File: src/hdl/hlt_pkg.sv
`timescale 1ns / 1ps
// ----------------------------------------------------------------------------
// hlt_pkg
// Shared types and codes of the heartbeat liveness table.
// ----------------------------------------------------------------------------
package hlt_pkg;

  // Command codes carried by an input item
  typedef enum logic [2:0] {
    CMD_ADD     = 3'd0,
    CMD_REMOVE  = 3'd1,
    CMD_ACK     = 3'd2,
    CMD_TICK    = 3'd3,
    CMD_MIGRATE = 3'd4
  } cmd_e;

  // Result status codes
  typedef enum logic [1:0] {
    ST_OK        = 2'd0,
    ST_EXISTS    = 2'd1,
    ST_NOT_FOUND = 2'd2,
    ST_FULL      = 2'd3
  } status_e;

  // Sequencer states
  typedef enum logic [1:0] {
    S_IDLE = 2'd0,
    S_SCAN = 2'd1,
    S_DONE = 2'd2
  } state_e;

  localparam logic [15:0] LIMIT_RESET = 16'd3;
  localparam logic [15:0] MISSED_MAX  = 16'hFFFF;

  // One table entry, as held by a cell
  typedef struct packed {
    logic [31:0] id;
    logic [15:0] missed;
    logic        alive;
  } entry_t;

  // One result item
  typedef struct packed {
    status_e     status;
    logic        entry_valid;
    logic [31:0] entry_node;
    logic        entry_alive;
    logic [15:0] entry_missed;
    logic [3:0]  entry_index;
    logic        is_last;
    logic [63:0] beats_total;
    logic [63:0] migrations_total;
  } res_t;

endpackage

File: src/hdl/hlt_cmd_if.sv
`timescale 1ns / 1ps
// ----------------------------------------------------------------------------
// hlt_cmd_if
// Command channel: one command and node id per item.
// ----------------------------------------------------------------------------
interface hlt_cmd_if;
  logic        valid;
  logic        ready;
  logic [2:0]  cmd;
  logic [31:0] node_id;

  modport source (output valid, cmd, node_id, input ready);
  modport sink   (input valid, cmd, node_id, output ready);
endinterface

File: src/hdl/hlt_res_if.sv
`timescale 1ns / 1ps
// ----------------------------------------------------------------------------
// hlt_res_if
// Result channel: one table report per item.
// ----------------------------------------------------------------------------
interface hlt_res_if;
  logic        valid;
  logic        ready;
  logic [1:0]  status;
  logic        entry_valid;
  logic [31:0] entry_node;
  logic        entry_alive;
  logic [15:0] entry_missed;
  logic [3:0]  entry_index;
  logic        is_last;
  logic [63:0] beats_total;
  logic [63:0] migrations_total;

  modport source (output valid, status, entry_valid, entry_node, entry_alive,
                  entry_missed, entry_index, is_last, beats_total,
                  migrations_total, input ready);
  modport sink   (input valid, status, entry_valid, entry_node, entry_alive,
                  entry_missed, entry_index, is_last, beats_total,
                  migrations_total, output ready);
endinterface

File: src/hdl/hlt_cfg_if.sv
`timescale 1ns / 1ps
// ----------------------------------------------------------------------------
// hlt_cfg_if
// Configuration write channel for the missed-beat limit.
// ----------------------------------------------------------------------------
interface hlt_cfg_if;
  logic        valid;
  logic        ready;
  logic [15:0] missed_limit;

  modport source (output valid, missed_limit, input ready);
  modport sink   (input valid, missed_limit, output ready);
endinterface

File: src/hdl/hlt_cell.sv
`timescale 1ns / 1ps
// ----------------------------------------------------------------------------
// hlt_cell
// One table slot: takes its neighbor's entry on a shift or a new entry on a load.
// ----------------------------------------------------------------------------
module hlt_cell (
  input  logic            clk_i,
  input  logic            shift_en_i,
  input  logic            load_en_i,
  input  hlt_pkg::entry_t nbr_i,
  input  hlt_pkg::entry_t load_i,
  output hlt_pkg::entry_t entry_o
);

  hlt_pkg::entry_t entry_q;

  // Load wins over shift; hold otherwise
  always_ff @(posedge clk_i) begin
    if (load_en_i) begin
      entry_q <= load_i;
    end else if (shift_en_i) begin
      entry_q <= nbr_i;
    end
  end

  assign entry_o = entry_q;

endmodule

File: src/hdl/hlt_ctrl.sv
`timescale 1ns / 1ps
// ----------------------------------------------------------------------------
// hlt_ctrl
// Sequencer: rotates the cell ring once per item, works on the head entry,
// keeps the counters and the result register.
// ----------------------------------------------------------------------------
module hlt_ctrl #(
  parameter int MAX_NODES = 16
) (
  input  logic                   clk_i,
  input  logic                   rst_ni,
  hlt_cmd_if.sink                cmd_i,
  hlt_res_if.source              res_o,
  hlt_cfg_if.sink                cfg_i,
  input  hlt_pkg::entry_t        head_i,
  output hlt_pkg::entry_t        tail_o,
  output hlt_pkg::entry_t        new_o,
  output logic [MAX_NODES-1:0]   shift_en_o,
  output logic [MAX_NODES-1:0]   load_en_o
);

  localparam int IW = (MAX_NODES > 1) ? $clog2(MAX_NODES) : 1;
  localparam int CW = $clog2(MAX_NODES + 1);

  hlt_pkg::state_e state_q, state_d;
  hlt_pkg::cmd_e   cmd_q, cmd_d;
  logic [31:0]     key_q, key_d;
  logic [IW-1:0]   pos_q, pos_d;
  logic [CW-1:0]   cnt_q, cnt_d;
  logic [63:0]     beat_q, beat_d;
  logic [63:0]     mig_q, mig_d;
  logic [15:0]     limit_q;
  logic            found_q, found_d;
  logic [IW-1:0]   fidx_q, fidx_d;
  hlt_pkg::entry_t fent_q, fent_d;
  logic            out_valid_q;
  hlt_pkg::res_t   out_q, res_d;
  logic            emit;
  logic            out_free;

  logic [CW-1:0]   pos_ext;
  logic            head_used;
  logic            head_match;
  logic [15:0]     missed_inc;
  hlt_pkg::entry_t proc;

  assign out_free = !out_valid_q || res_o.ready;
  assign pos_ext  = CW'(pos_q);

  // Work on the head entry
  always_comb begin
    head_used  = pos_ext < cnt_q;
    head_match = head_used && (head_i.id == key_q);
    missed_inc = (head_i.missed == hlt_pkg::MISSED_MAX) ? head_i.missed
                                                        : head_i.missed + 16'd1;
    proc = head_i;
    if (cmd_q == hlt_pkg::CMD_ACK && head_match) begin
      proc.missed = '0;
      proc.alive  = 1'b1;
    end else if (cmd_q == hlt_pkg::CMD_TICK && head_used) begin
      proc.missed = missed_inc;
      proc.alive  = head_i.alive & ~(missed_inc >= limit_q);
    end
  end

  assign tail_o = proc;

  // Next state, cell enables and result selection
  always_comb begin
    state_d    = state_q;
    cmd_d      = cmd_q;
    key_d      = key_q;
    pos_d      = pos_q;
    cnt_d      = cnt_q;
    beat_d     = beat_q;
    mig_d      = mig_q;
    found_d    = found_q;
    fidx_d     = fidx_q;
    fent_d     = fent_q;
    emit       = 1'b0;
    res_d      = '0;
    shift_en_o = '0;
    load_en_o  = '0;
    new_o.id     = key_q;
    new_o.missed = '0;
    new_o.alive  = 1'b1;
    res_d.beats_total      = beat_q;
    res_d.migrations_total = mig_q;
    res_d.is_last          = 1'b1;
    res_d.status           = hlt_pkg::ST_OK;

    case (state_q)
      hlt_pkg::S_IDLE: begin
        if (cmd_i.valid) begin
          cmd_d   = hlt_pkg::cmd_e'(cmd_i.cmd);
          key_d   = cmd_i.node_id;
          found_d = 1'b0;
          pos_d   = '0;
          state_d = hlt_pkg::S_SCAN;
        end
      end

      hlt_pkg::S_SCAN: begin
        if (out_free) begin
          // rotate the ring one place
          shift_en_o = '1;
          if (head_match) begin
            found_d = 1'b1;
            fidx_d  = pos_q;
            fent_d  = (cmd_q == hlt_pkg::CMD_ACK) ? proc : head_i;
          end
          if (cmd_q == hlt_pkg::CMD_TICK && head_used) begin
            beat_d                 = beat_q + 64'd1;
            emit                   = 1'b1;
            res_d.entry_valid      = 1'b1;
            res_d.entry_node       = proc.id;
            res_d.entry_alive      = proc.alive;
            res_d.entry_missed     = proc.missed;
            res_d.entry_index      = 4'(pos_q);
            res_d.is_last          = ({1'b0, pos_ext} + (CW+1)'(1)) == {1'b0, cnt_q};
            res_d.beats_total      = beat_q + 64'd1;
          end
          if (pos_q == IW'(MAX_NODES - 1)) begin
            state_d = hlt_pkg::S_DONE;
          end else begin
            pos_d = pos_q + IW'(1);
          end
        end
      end

      hlt_pkg::S_DONE: begin
        if (out_free) begin
          state_d = hlt_pkg::S_IDLE;
          emit    = 1'b1;
          case (cmd_q)
            hlt_pkg::CMD_ADD: begin
              if (found_q) begin
                res_d.status = hlt_pkg::ST_EXISTS;
              end else if (cnt_q == CW'(MAX_NODES)) begin
                res_d.status = hlt_pkg::ST_FULL;
              end else begin
                for (int i = 0; i < MAX_NODES; i++) begin
                  load_en_o[i] = (CW'(i) == cnt_q);
                end
                cnt_d              = cnt_q + CW'(1);
                res_d.entry_valid  = 1'b1;
                res_d.entry_node   = key_q;
                res_d.entry_alive  = 1'b1;
                res_d.entry_missed = '0;
                res_d.entry_index  = 4'(cnt_q);
              end
            end
            hlt_pkg::CMD_REMOVE,
            hlt_pkg::CMD_ACK,
            hlt_pkg::CMD_MIGRATE: begin
              if (found_q) begin
                res_d.entry_valid  = 1'b1;
                res_d.entry_node   = fent_q.id;
                res_d.entry_alive  = fent_q.alive;
                res_d.entry_missed = fent_q.missed;
                res_d.entry_index  = 4'(fidx_q);
                if (cmd_q == hlt_pkg::CMD_REMOVE) begin
                  // close the gap: cells from the removed slot take their neighbor
                  for (int i = 0; i < MAX_NODES - 1; i++) begin
                    shift_en_o[i] = (IW'(i) >= fidx_q);
                  end
                  cnt_d = cnt_q - CW'(1);
                end
                if (cmd_q == hlt_pkg::CMD_MIGRATE) begin
                  mig_d                  = mig_q + 64'd1;
                  res_d.migrations_total = mig_q + 64'd1;
                end
              end else begin
                res_d.status = hlt_pkg::ST_NOT_FOUND;
              end
            end
            hlt_pkg::CMD_TICK: begin
              // a non-empty table already reported every entry
              emit = (cnt_q == '0);
            end
            default: begin
              emit = 1'b1;
            end
          endcase
        end
      end

      default: begin
        state_d = hlt_pkg::S_IDLE;
      end
    endcase
  end

  assign cmd_i.ready = (state_q == hlt_pkg::S_IDLE);
  assign cfg_i.ready = 1'b1;

  // Control registers
  always_ff @(posedge clk_i or negedge rst_ni) begin
    if (!rst_ni) begin
      state_q     <= hlt_pkg::S_IDLE;
      pos_q       <= '0;
      cnt_q       <= '0;
      beat_q      <= '0;
      mig_q       <= '0;
      found_q     <= 1'b0;
      limit_q     <= hlt_pkg::LIMIT_RESET;
      out_valid_q <= 1'b0;
    end else begin
      state_q <= state_d;
      pos_q   <= pos_d;
      cnt_q   <= cnt_d;
      beat_q  <= beat_d;
      mig_q   <= mig_d;
      found_q <= found_d;
      if (cfg_i.valid) begin
        limit_q <= cfg_i.missed_limit;
      end
      if (out_free) begin
        out_valid_q <= emit;
      end
    end
  end

  // Payload registers
  always_ff @(posedge clk_i) begin
    cmd_q  <= cmd_d;
    key_q  <= key_d;
    fidx_q <= fidx_d;
    fent_q <= fent_d;
    if (emit) begin
      out_q <= res_d;
    end
  end

  // Drive the result channel from the output register
  assign res_o.valid            = out_valid_q;
  assign res_o.status           = out_q.status;
  assign res_o.entry_valid      = out_q.entry_valid;
  assign res_o.entry_node       = out_q.entry_node;
  assign res_o.entry_alive      = out_q.entry_alive;
  assign res_o.entry_missed     = out_q.entry_missed;
  assign res_o.entry_index      = out_q.entry_index;
  assign res_o.is_last          = out_q.is_last;
  assign res_o.beats_total      = out_q.beats_total;
  assign res_o.migrations_total = out_q.migrations_total;

endmodule

File: src/hdl/heartbeat_liveness_table_core.sv
`timescale 1ns / 1ps
// Each item is accepted while idle, rotates the table once through its ring of cells
// and then finishes; no new item is accepted until it is done. A tick sends one result
// per used entry as the ring rotates; a waiting result stalls the ring. A tick on a
// non-empty table reports during the rotation, any other result in the finishing step.
// Reset clears the entry count, both totals and the control; the limit returns to 3.
// Table cells are not reset and are read only below the entry count.
// ----------------------------------------------------------------------------
// heartbeat_liveness_table_core
// Ordered peer table with missed-beat tracking, built as a ring of cells.
// ----------------------------------------------------------------------------
module heartbeat_liveness_table_core #(
  parameter int MAX_NODES = 16
) (
  input  logic      clk_i,
  input  logic      rst_ni,
  hlt_cmd_if.sink   cmd_i,
  hlt_res_if.source res_o,
  hlt_cfg_if.sink   cfg_i
);

  hlt_pkg::entry_t      cell_q [MAX_NODES];
  hlt_pkg::entry_t      tail;
  hlt_pkg::entry_t      new_entry;
  logic [MAX_NODES-1:0] shift_en;
  logic [MAX_NODES-1:0] load_en;

  // Sequencer
  hlt_ctrl #(
    .MAX_NODES (MAX_NODES)
  ) u_ctrl (
    .clk_i      (clk_i),
    .rst_ni     (rst_ni),
    .cmd_i      (cmd_i),
    .res_o      (res_o),
    .cfg_i      (cfg_i),
    .head_i     (cell_q[0]),
    .tail_o     (tail),
    .new_o      (new_entry),
    .shift_en_o (shift_en),
    .load_en_o  (load_en)
  );

  // Ring of cells: each takes the next one, the last takes the worked head
  for (genvar g = 0; g < MAX_NODES; g++) begin : g_cell
    hlt_pkg::entry_t nbr;
    if (g == MAX_NODES - 1) begin : g_last
      assign nbr = tail;
    end else begin : g_mid
      assign nbr = cell_q[g+1];
    end
    hlt_cell u_cell (
      .clk_i      (clk_i),
      .shift_en_i (shift_en[g]),
      .load_en_i  (load_en[g]),
      .nbr_i      (nbr),
      .load_i     (new_entry),
      .entry_o    (cell_q[g])
    );
  end

endmodule

File: src/flat_wrapper.sv
// flat-port wrapper written by rule: the top's interface ports become plain ports
module heartbeat_liveness_table_core_flat 
#(
  parameter int MAX_NODES = 16
)
  (clk_i, rst_ni, cmd_i_valid, cmd_i_cmd, cmd_i_node_id, cmd_i_ready, res_o_valid, res_o_status, res_o_entry_valid, res_o_entry_node, res_o_entry_alive, res_o_entry_missed, res_o_entry_index, res_o_is_last, res_o_beats_total, res_o_migrations_total, res_o_ready, cfg_i_valid, cfg_i_missed_limit, cfg_i_ready);
  hlt_cmd_if cmd_i_i ();
  hlt_res_if res_o_i ();
  hlt_cfg_if cfg_i_i ();
  input  logic clk_i;
  input  logic rst_ni;
  input wire logic [$bits(cmd_i_i.valid)-1:0] cmd_i_valid;
  input wire logic [$bits(cmd_i_i.cmd)-1:0] cmd_i_cmd;
  input wire logic [$bits(cmd_i_i.node_id)-1:0] cmd_i_node_id;
  output wire logic [$bits(cmd_i_i.ready)-1:0] cmd_i_ready;
  output wire logic [$bits(res_o_i.valid)-1:0] res_o_valid;
  output wire logic [$bits(res_o_i.status)-1:0] res_o_status;
  output wire logic [$bits(res_o_i.entry_valid)-1:0] res_o_entry_valid;
  output wire logic [$bits(res_o_i.entry_node)-1:0] res_o_entry_node;
  output wire logic [$bits(res_o_i.entry_alive)-1:0] res_o_entry_alive;
  output wire logic [$bits(res_o_i.entry_missed)-1:0] res_o_entry_missed;
  output wire logic [$bits(res_o_i.entry_index)-1:0] res_o_entry_index;
  output wire logic [$bits(res_o_i.is_last)-1:0] res_o_is_last;
  output wire logic [$bits(res_o_i.beats_total)-1:0] res_o_beats_total;
  output wire logic [$bits(res_o_i.migrations_total)-1:0] res_o_migrations_total;
  input wire logic [$bits(res_o_i.ready)-1:0] res_o_ready;
  input wire logic [$bits(cfg_i_i.valid)-1:0] cfg_i_valid;
  input wire logic [$bits(cfg_i_i.missed_limit)-1:0] cfg_i_missed_limit;
  output wire logic [$bits(cfg_i_i.ready)-1:0] cfg_i_ready;
  assign cmd_i_i.valid = cmd_i_valid;
  assign cmd_i_i.cmd = cmd_i_cmd;
  assign cmd_i_i.node_id = cmd_i_node_id;
  assign cmd_i_ready = cmd_i_i.ready;
  assign res_o_valid = res_o_i.valid;
  assign res_o_status = res_o_i.status;
  assign res_o_entry_valid = res_o_i.entry_valid;
  assign res_o_entry_node = res_o_i.entry_node;
  assign res_o_entry_alive = res_o_i.entry_alive;
  assign res_o_entry_missed = res_o_i.entry_missed;
  assign res_o_entry_index = res_o_i.entry_index;
  assign res_o_is_last = res_o_i.is_last;
  assign res_o_beats_total = res_o_i.beats_total;
  assign res_o_migrations_total = res_o_i.migrations_total;
  assign res_o_i.ready = res_o_ready;
  assign cfg_i_i.valid = cfg_i_valid;
  assign cfg_i_i.missed_limit = cfg_i_missed_limit;
  assign cfg_i_ready = cfg_i_i.ready;
  heartbeat_liveness_table_core #(.MAX_NODES(MAX_NODES)) u_core (.clk_i(clk_i), .rst_ni(rst_ni), .cmd_i(cmd_i_i), .res_o(res_o_i), .cfg_i(cfg_i_i));
endmodule
File: config.mk
export PLATFORM = sky130hd
export DESIGN_NAME = heartbeat_liveness_table_core_flat
export DESIGN_NICKNAME = d
export VERILOG_FILES = /design/src/hdl/hlt_pkg.sv /design/src/hdl/hlt_cmd_if.sv /design/src/hdl/hlt_res_if.sv /design/src/hdl/hlt_cfg_if.sv /design/src/hdl/hlt_cell.sv /design/src/hdl/hlt_ctrl.sv /design/src/hdl/heartbeat_liveness_table_core.sv /design/src/flat_wrapper.sv
export SDC_FILE = /design/constraint.sdc
export NUM_CORES = 2
export LEC_CHECK = 0
export BUFFER_PORTS_ARGS = -buffer_cell sky130_fd_sc_hd__buf_2
export CAP_MARGIN = 20
export CORE_UTILIZATION = 45
export DETAILED_ROUTE_END_ITERATION = 8
export PLACE_DENSITY = 0.68
export SYNTH_ARGS = -nofsm -noshare
export SYNTH_HDL_FRONTEND = slang
export SYNTH_SLANG_ARGS = --single-unit
File: constraint.sdc
create_clock -name clk_i -period 32 [get_ports clk_i]
set_clock_uncertainty 0.1 [all_clocks]
set_input_delay 4.8 -clock clk_i [delete_from_list [all_inputs] [get_ports clk_i]]
set_output_delay 4.8 -clock clk_i [all_outputs]
set_load 0.005 [all_outputs]
# Yosys cells after proc, flatten, opt, wreduce, memory -nomap -nowiden
# Index checks and enable logic that the tools add are counted.
dict set report word_totals {
  in_bits 56
  out_inout_bits 188
  ff_bits 1214
  word_cells 256
}
dict set report op_classes {
  reduce_logical 35
  order_cmp 17
  n_eq_ne 36
  muxes 88
  n_addsub 7
  bitwise_logic 2
}
# operator count
set op_table {}
lappend op_table {{$mux 49} 32}
lappend op_table {{$mux 64} 6}
lappend op_table {{$mux 119} 2}
lappend op_table {{$mux 54} 4}
lappend op_table {{$add 64x1->64 const B} 2}
lappend op_table {{$mux 16} 7}
lappend op_table {{$pmux 56 s2} 1}
lappend op_table {{$pmux 54 s2} 1}
lappend op_table {{$mux 15} 4}
lappend op_table {{$mux 17} 3}
lappend op_table {{$eq 4x5->1 const A} 8}
lappend op_table {{$reduce_bool 2->1} 18}
lappend op_table {{$eq 32x32->1} 1}
lappend op_table {{$pmux 15 s2} 1}
lappend op_table {{$ge 4x4->1 const A} 7}
lappend op_table {{$eq 3x5->1 const A} 4}
lappend op_table {{$mux 5} 4}
lappend op_table {{$ne 2x2->1 const B} 10}
lappend op_table {{$add 16x1->16 const B} 1}
lappend op_table {{$eq 16x16->1 const B} 1}
lappend op_table {{$ge 16x16->1} 1}
lappend op_table {{$ge 3x4->1 const A} 4}
lappend op_table {{$mux 2} 7}
lappend op_table {{$mux 4} 3}
lappend op_table {{35 further kinds} 53}

# Logic depth before layout (Yosys ltp)
dict set report depth {
  ltp_word 10
  mapped_depth 13
}

# Modules after synthesis
# Synthesis repeated with hierarchy kept, for this count alone.
dict set report unflattened {
  cells_unflattened 3265
  hier_area_um2 56568.0
}
# mod cells_per_inst area_per_inst_um2 n_inst
set by_module_without_submodules {}
lappend by_module_without_submodules {hlt_cell 105 2324.7 16}
lappend by_module_without_submodules {hlt_ctrl 1585 19372.3 1}

# Worst setup path before layout
# No wires, ideal clock.
dict set report synth_timing {
  kind {in2reg}
  startpoint {in res_o_ready}
  endpoint {reg u_core.u_ctrl.out_valid_q (netlist: u_core.u_ctrl.res_o.valid)}
  setup_slack_ns -4.223
  required_time_ns 31.702
  t_arrival_ns 35.926
  path_buffers 1
  path_stages 4
  path_cell_list {nor2b_1 > clkbuf_1 > a2111oi_0 > or2_2}
}
dict set report synth_via {
  elab_chain_cells 3
  elab_cells_between_ends 4
}
# element line
set synth_rtl {}
lappend synth_rtl {{start: declaration} flat_wrapper.sv:26} ;# input wire logic [$bits(res_o_i.ready)-1:0] res_o_ready;
lappend synth_rtl {{$logic_or 1x1->1 *} hlt_ctrl.sv:47} ;# assign out_free = !out_valid_q || res_o.ready;
lappend synth_rtl {{$mux 1 (on tied branches)} {hlt_ctrl.sv:132, hlt_ctrl.sv:104}}
lappend synth_rtl {{$pmux 1 s2 *} hlt_ctrl.sv:92} ;# case (state_q)
lappend synth_rtl {{via u_core.u_ctrl.emit} hlt_ctrl.sv:38} ;# logic emit;
lappend synth_rtl {{end signal: assignment} hlt_ctrl.sv:219} ;# out_valid_q <= emit;
lappend synth_rtl {{end: declaration} hlt_ctrl.sv:36} ;# logic out_valid_q;
# The timed path passes the listed nets; every way through them passes the cells marked *.
# A chain may end at the register's enable or synchronous reset.

# Final worst setup path
dict set report layout_timing {
  startpoint {in res_o_ready}
  endpoint {reg u_core.g_cell[8].u_cell.entry_q (netlist bit u_core.g_cell[8].u_cell.entry_o[28]) (enable)}
}
dict set report layout_via {
  elab_chain_cells 4
  elab_cells_between_ends 7
}
# element line
set layout_rtl {}
lappend layout_rtl {{$logic_or 1x1->1 *} hlt_ctrl.sv:47}
lappend layout_rtl {{$mux 15 (tied with other cells)} hlt_ctrl.sv:132} ;# if (out_free) begin
lappend layout_rtl {{$pmux 15 s2 / $mux 16 (equally long branches)} hlt_ctrl.sv:92}
lappend layout_rtl {{$reduce_bool 2->1 (no line) *} n/a}
lappend layout_rtl {{end signal: assignment} hlt_cell.sv:20} ;# entry_q <= load_i;
lappend layout_rtl {{end signal: assignment} hlt_cell.sv:22} ;# entry_q <= nbr_i;
lappend layout_rtl {{end: declaration} hlt_cell.sv:15} ;# hlt_pkg::entry_t entry_q;
# Every way passes the cells marked *; elsewhere a longest branch is shown, timed or not.

==> qor.txt <==
status = completed
fin. max-slew vios = 0
crit path launch type = input port
Post-Syn Area = 51,400 um^2
Top FF cell, synth = edfxtp_1
Distinct cells, synth = 69
Starting Density = 0.455
Seq pwr share = 0.479
DRC = 0
clock sinks = 1,214
asr flop ratio synth = 0.129
VDD IR max = 0.0474 mV
fmax = 129 MHz
WL final = 139,000 um
total number of vias = 36,700
drt via density = 5.54
Worst path most repeated cell = buf_4
Die ar. = 115,000 um^2
HPWL after DPL = 92,400 um
GRT overflow = 0
Crit Path Max Fanout = 50
total power = 0.00458 W
# Post-CTS Setup Buffers = 0
Hold WS = 350 ps
Inst Count DP = 6,384
worst-margin pin slew = 1070 ps
gpl congestion = 0.936
synthesis-to-finish area growth = 13.9%
syn avg cell area = 10.5 um^2
Placement Setup Slack = 23,610 ps
vias in the first global route = 34,200
Int Power = 0.00318 W
top cell family by delay on the critical path = simple AND/OR/NAND/NOR gates
Req. time, crit path = 32,270 ps
slew margin rel. = 0.285
Pleak = 23.3 nW
Worst path slowest cell = o21ai_1
crit path DAT = 8040 ps
NumNets Final = 5,105
core area = 113,000 um^2
port buffer count = 242
Seq/Total Area, Yosys = 0.641
Clock power frac = 0.317
global-route wire length before repair = 210,000 um
Buf/Inv on CP = 3
initial drt markers = 4,321
Final Hold Viols = 0
Global Route Usage Sum = 0.237
Die X = 340 um
row cnt = 123
final period utilization = 0.243
largest net degree at the start of global routing = 94
TritonCTS buffer count = 121
RSZ-0062 raised after global routing = false
Top-Level Pins = 244
EDFF count, synth = 785
critical-path cell list = buf_2 -> nand2b_1 -> nand4_1 -> o21ai_1 -> nand3_2 -> buf_4 -> nand2_1 -> buf_4
TritonCTS clock tree = done
initial antenna violation count = 1
chip height = 340 um
MaxCap Viol Count = 0
Sw Ratio = 0.305
Worst Setup Path Type = in -> reg
Post-Syn Nets = 4,970
combinational power share = 0.204
r2r setup slk = 27,640 ps
Clock transition at path regs = 60 ps
Fin Setup TNS = 0 ps
remaining antenna violation count after routing = 0
share of layout cells above drive strength 1 = 0.119
Psw = 0.00140 W
drt first pass iters = 8
yosys warns = 0
worst hold path class = reg -> reg
cell count after synthesis = 4,882
CP endpoint kind = flop
max incr delay on CP = 700 ps
Pwr Density = 78.3 nW/um^2
clk_lat worst skew = 710 ps
Max Root-Sink Buffers = 3
CTS H-tree depth = 3
Final setup viols = 0
Layout Cells excl Fill = 6,626
fill cell count = 9,805
register bit count reported by yosys = 1,214
cts repair resizes = 0
Hold-fix buffers, CTS = 0
crit path time final = 7760 ps
final worst slack = 24,240 ps
DR WL/cell = 21.0 um
CTS root buf = clkbuf_16
==> layer usage <==
metal,global-route usage,vias to the layer above,part of all wire
met5,0,-,0.000065
met4,0.106,2,0.049
met3,0.0402,314,0.091
met2,0.351,1762,0.43
met1,0.340,17600,0.43
li1,-,17100,-
==> worst register-to-register path: stages (launching register included) <==
cell,delay [ps]
dfxtp_1,520
ha_1,290
nand4_1,240
nor4_1,820
nor2_1,320
nand2_1,170
xnor2_1,200
ha_1,310
a21oi_1,260
o211ai_1,190
a211oi_1,480
a22oi_1,130
nor2_1,150
==> cells in the final DEF, fill, tap and decap left out, drive strengths merged, types with 9 or more instances in the layout <==
| cell | netlist | final |
|---|---|---|
| nand2 | 1452 | 1452 |
| edfxtp | 785 | 785 |
| nand3 | 382 | 382 |
| buf | 56 | 365 |
| dfxtp | 272 | 272 |
| o21ai | 240 | 240 |
| nor2 | 217 | 217 |
| a21oi | 184 | 184 |
| clkbuf | 297 | 181 |
| xnor2 | 170 | 170 |
| dfrtp | 155 | 155 |
| mux2i | 91 | 91 |
| xor2 | 80 | 80 |
| a22o | 68 | 68 |
| nand4 | 65 | 65 |
| inv | 51 | 58 |
| a22oi | 46 | 46 |
| nor3 | 43 | 43 |
| and2 | 33 | 33 |
| and3 | 32 | 32 |
| ha | 32 | 32 |
| clkinv | 1 | 27 |
| nor4 | 21 | 21 |
| and4 | 11 | 11 |
| bufinv | 0 | 11 |
| or3 | 10 | 10 |
| o21a | 9 | 9 |
==> sequential cells by signal (all words and copies together) (netlist names), 32 cells and up <==
register / flops
u_core.g_cell.u_cell.entry_o: 784
u_core.u_ctrl.res_o.beats_total: 64
u_core.u_ctrl.res_o.entry_node: 32
u_core.u_ctrl.res_o.migrations_total: 64
u_core.u_ctrl.beat_q: 64
u_core.u_ctrl.fent_q: 49
u_core.u_ctrl.key_q: 32
u_core.u_ctrl.mig_q: 64
==> cells by family after synthesis <==
| family | after synthesis | share of synthesized area |
|---|---|---|
| AND/OR/NAND/NOR | 2300 | 0.192 |
| flip-flops | 1214 | 0.641 |
| AO/OA/AOI/OAI | 587 | 0.0672 |
| buffers and inverters | 405 | 0.0305 |
| XOR/XNOR | 250 | 0.0426 |
| multiplexers | 93 | 0.0182 |
| adder cells (fa/ha/maj) | 32 | 0.00780 |
| other | 1 | 0.0000730 |
==> worst paths after layout <==
path,to,cells after the start,start
worst max-delay path,u_core.g_cell[8].u_cell.entry_o[28],8,res_o_ready
max in group asynchronous,u_core.u_ctrl.beat_q[47],2,rst_ni
worst min register to register,u_core.g_cell[3].u_cell.entry_o[9],2,u_core.g_cell[4].u_cell.entry_o[9]
worst max register to register,u_core.u_ctrl.res_o.entry_alive,12,u_core.g_cell[0].u_cell.entry_o[1]
worst min-delay path,u_core.g_cell[3].u_cell.entry_o[9],2,u_core.g_cell[4].u_cell.entry_o[9]
min in group asynchronous,u_core.u_ctrl.limit_q[2],1,rst_ni
==> layout make-up <==
cell class | instances | area [um^2] | share of cell area
Multi-Input combinational cell | 3263 | 17000 | 0.291
Clock buffer | 181 | 3550 | 0.0607
Sequential cell | 1214 | 32900 | 0.563
Clock inverter | 50 | 566 | 0.00967
Timing Repair Buffer | 365 | 2350 | 0.0401
Inverter | 52 | 195 | 0.00334
Antenna cell | 1 | 2.50 | 0.0000428
Tap cell | 1500 | 1880 | 0.0321
==> Yosys cell counts (4+ instances only) <==
cell type	instances	share of area
a21o_1	6	0.00088
a21oi_1	184	0.018
a22o_1	68	0.012
a22oi_1	46	0.0067
a31oi_1	6	0.00073
and2_1	32	0.0039
and3_1	32	0.0039
and4_1	11	0.0019
buf_1	35	0.0026
buf_2	17	0.0017
clkbuf_1	295	0.022
dfrtp_1	155	0.076
dfxtp_1	272	0.11
edfxtp_1	785	0.46
ha_1	32	0.0078
inv_1	51	0.0037
mux2i_1	91	0.018
nand2_1	1450	0.11
nand2b_1	4	0.00049
nand3_1	382	0.037
nand4_1	64	0.0078
nor2_1	217	0.016
nor2b_1	4	0.00049
nor3_1	41	0.0040
nor4_1	13	0.0016
nor4_2	6	0.0015
o211ai_1	5	0.00073
o21a_1	9	0.0013
o21ai_0	234	0.023
o21ai_1	6	0.00058
or2_2	4	0.00049
or3_1	10	0.0012
or4_1	5	0.00073
xnor2_1	170	0.029
xor2_1	80	0.014
==> through the flow <==
step | utilization | cell area [um^2]
floorplan | - | 51400
global placement | 0.479 | 54100
detailed placement | 0.480 | 54200
CTS | 0.517 | 58300
global route | 0.519 | 58500
finish | 0.519 | 58500
==> power groups by stage <==
stage	clock [W]	combinational [W]	sequential (W)
after floorplan	0	0.000550	0.00224
after global placement	0	0.000895	0.00222
after detailed placement	0	0.000913	0.00222
after CTS	0.00147	0.000918	0.00219
after global routing	0.00153	0.00101	0.00221
final	0.00145	0.000934	0.00220
Power figures use the tool's default switching activity.
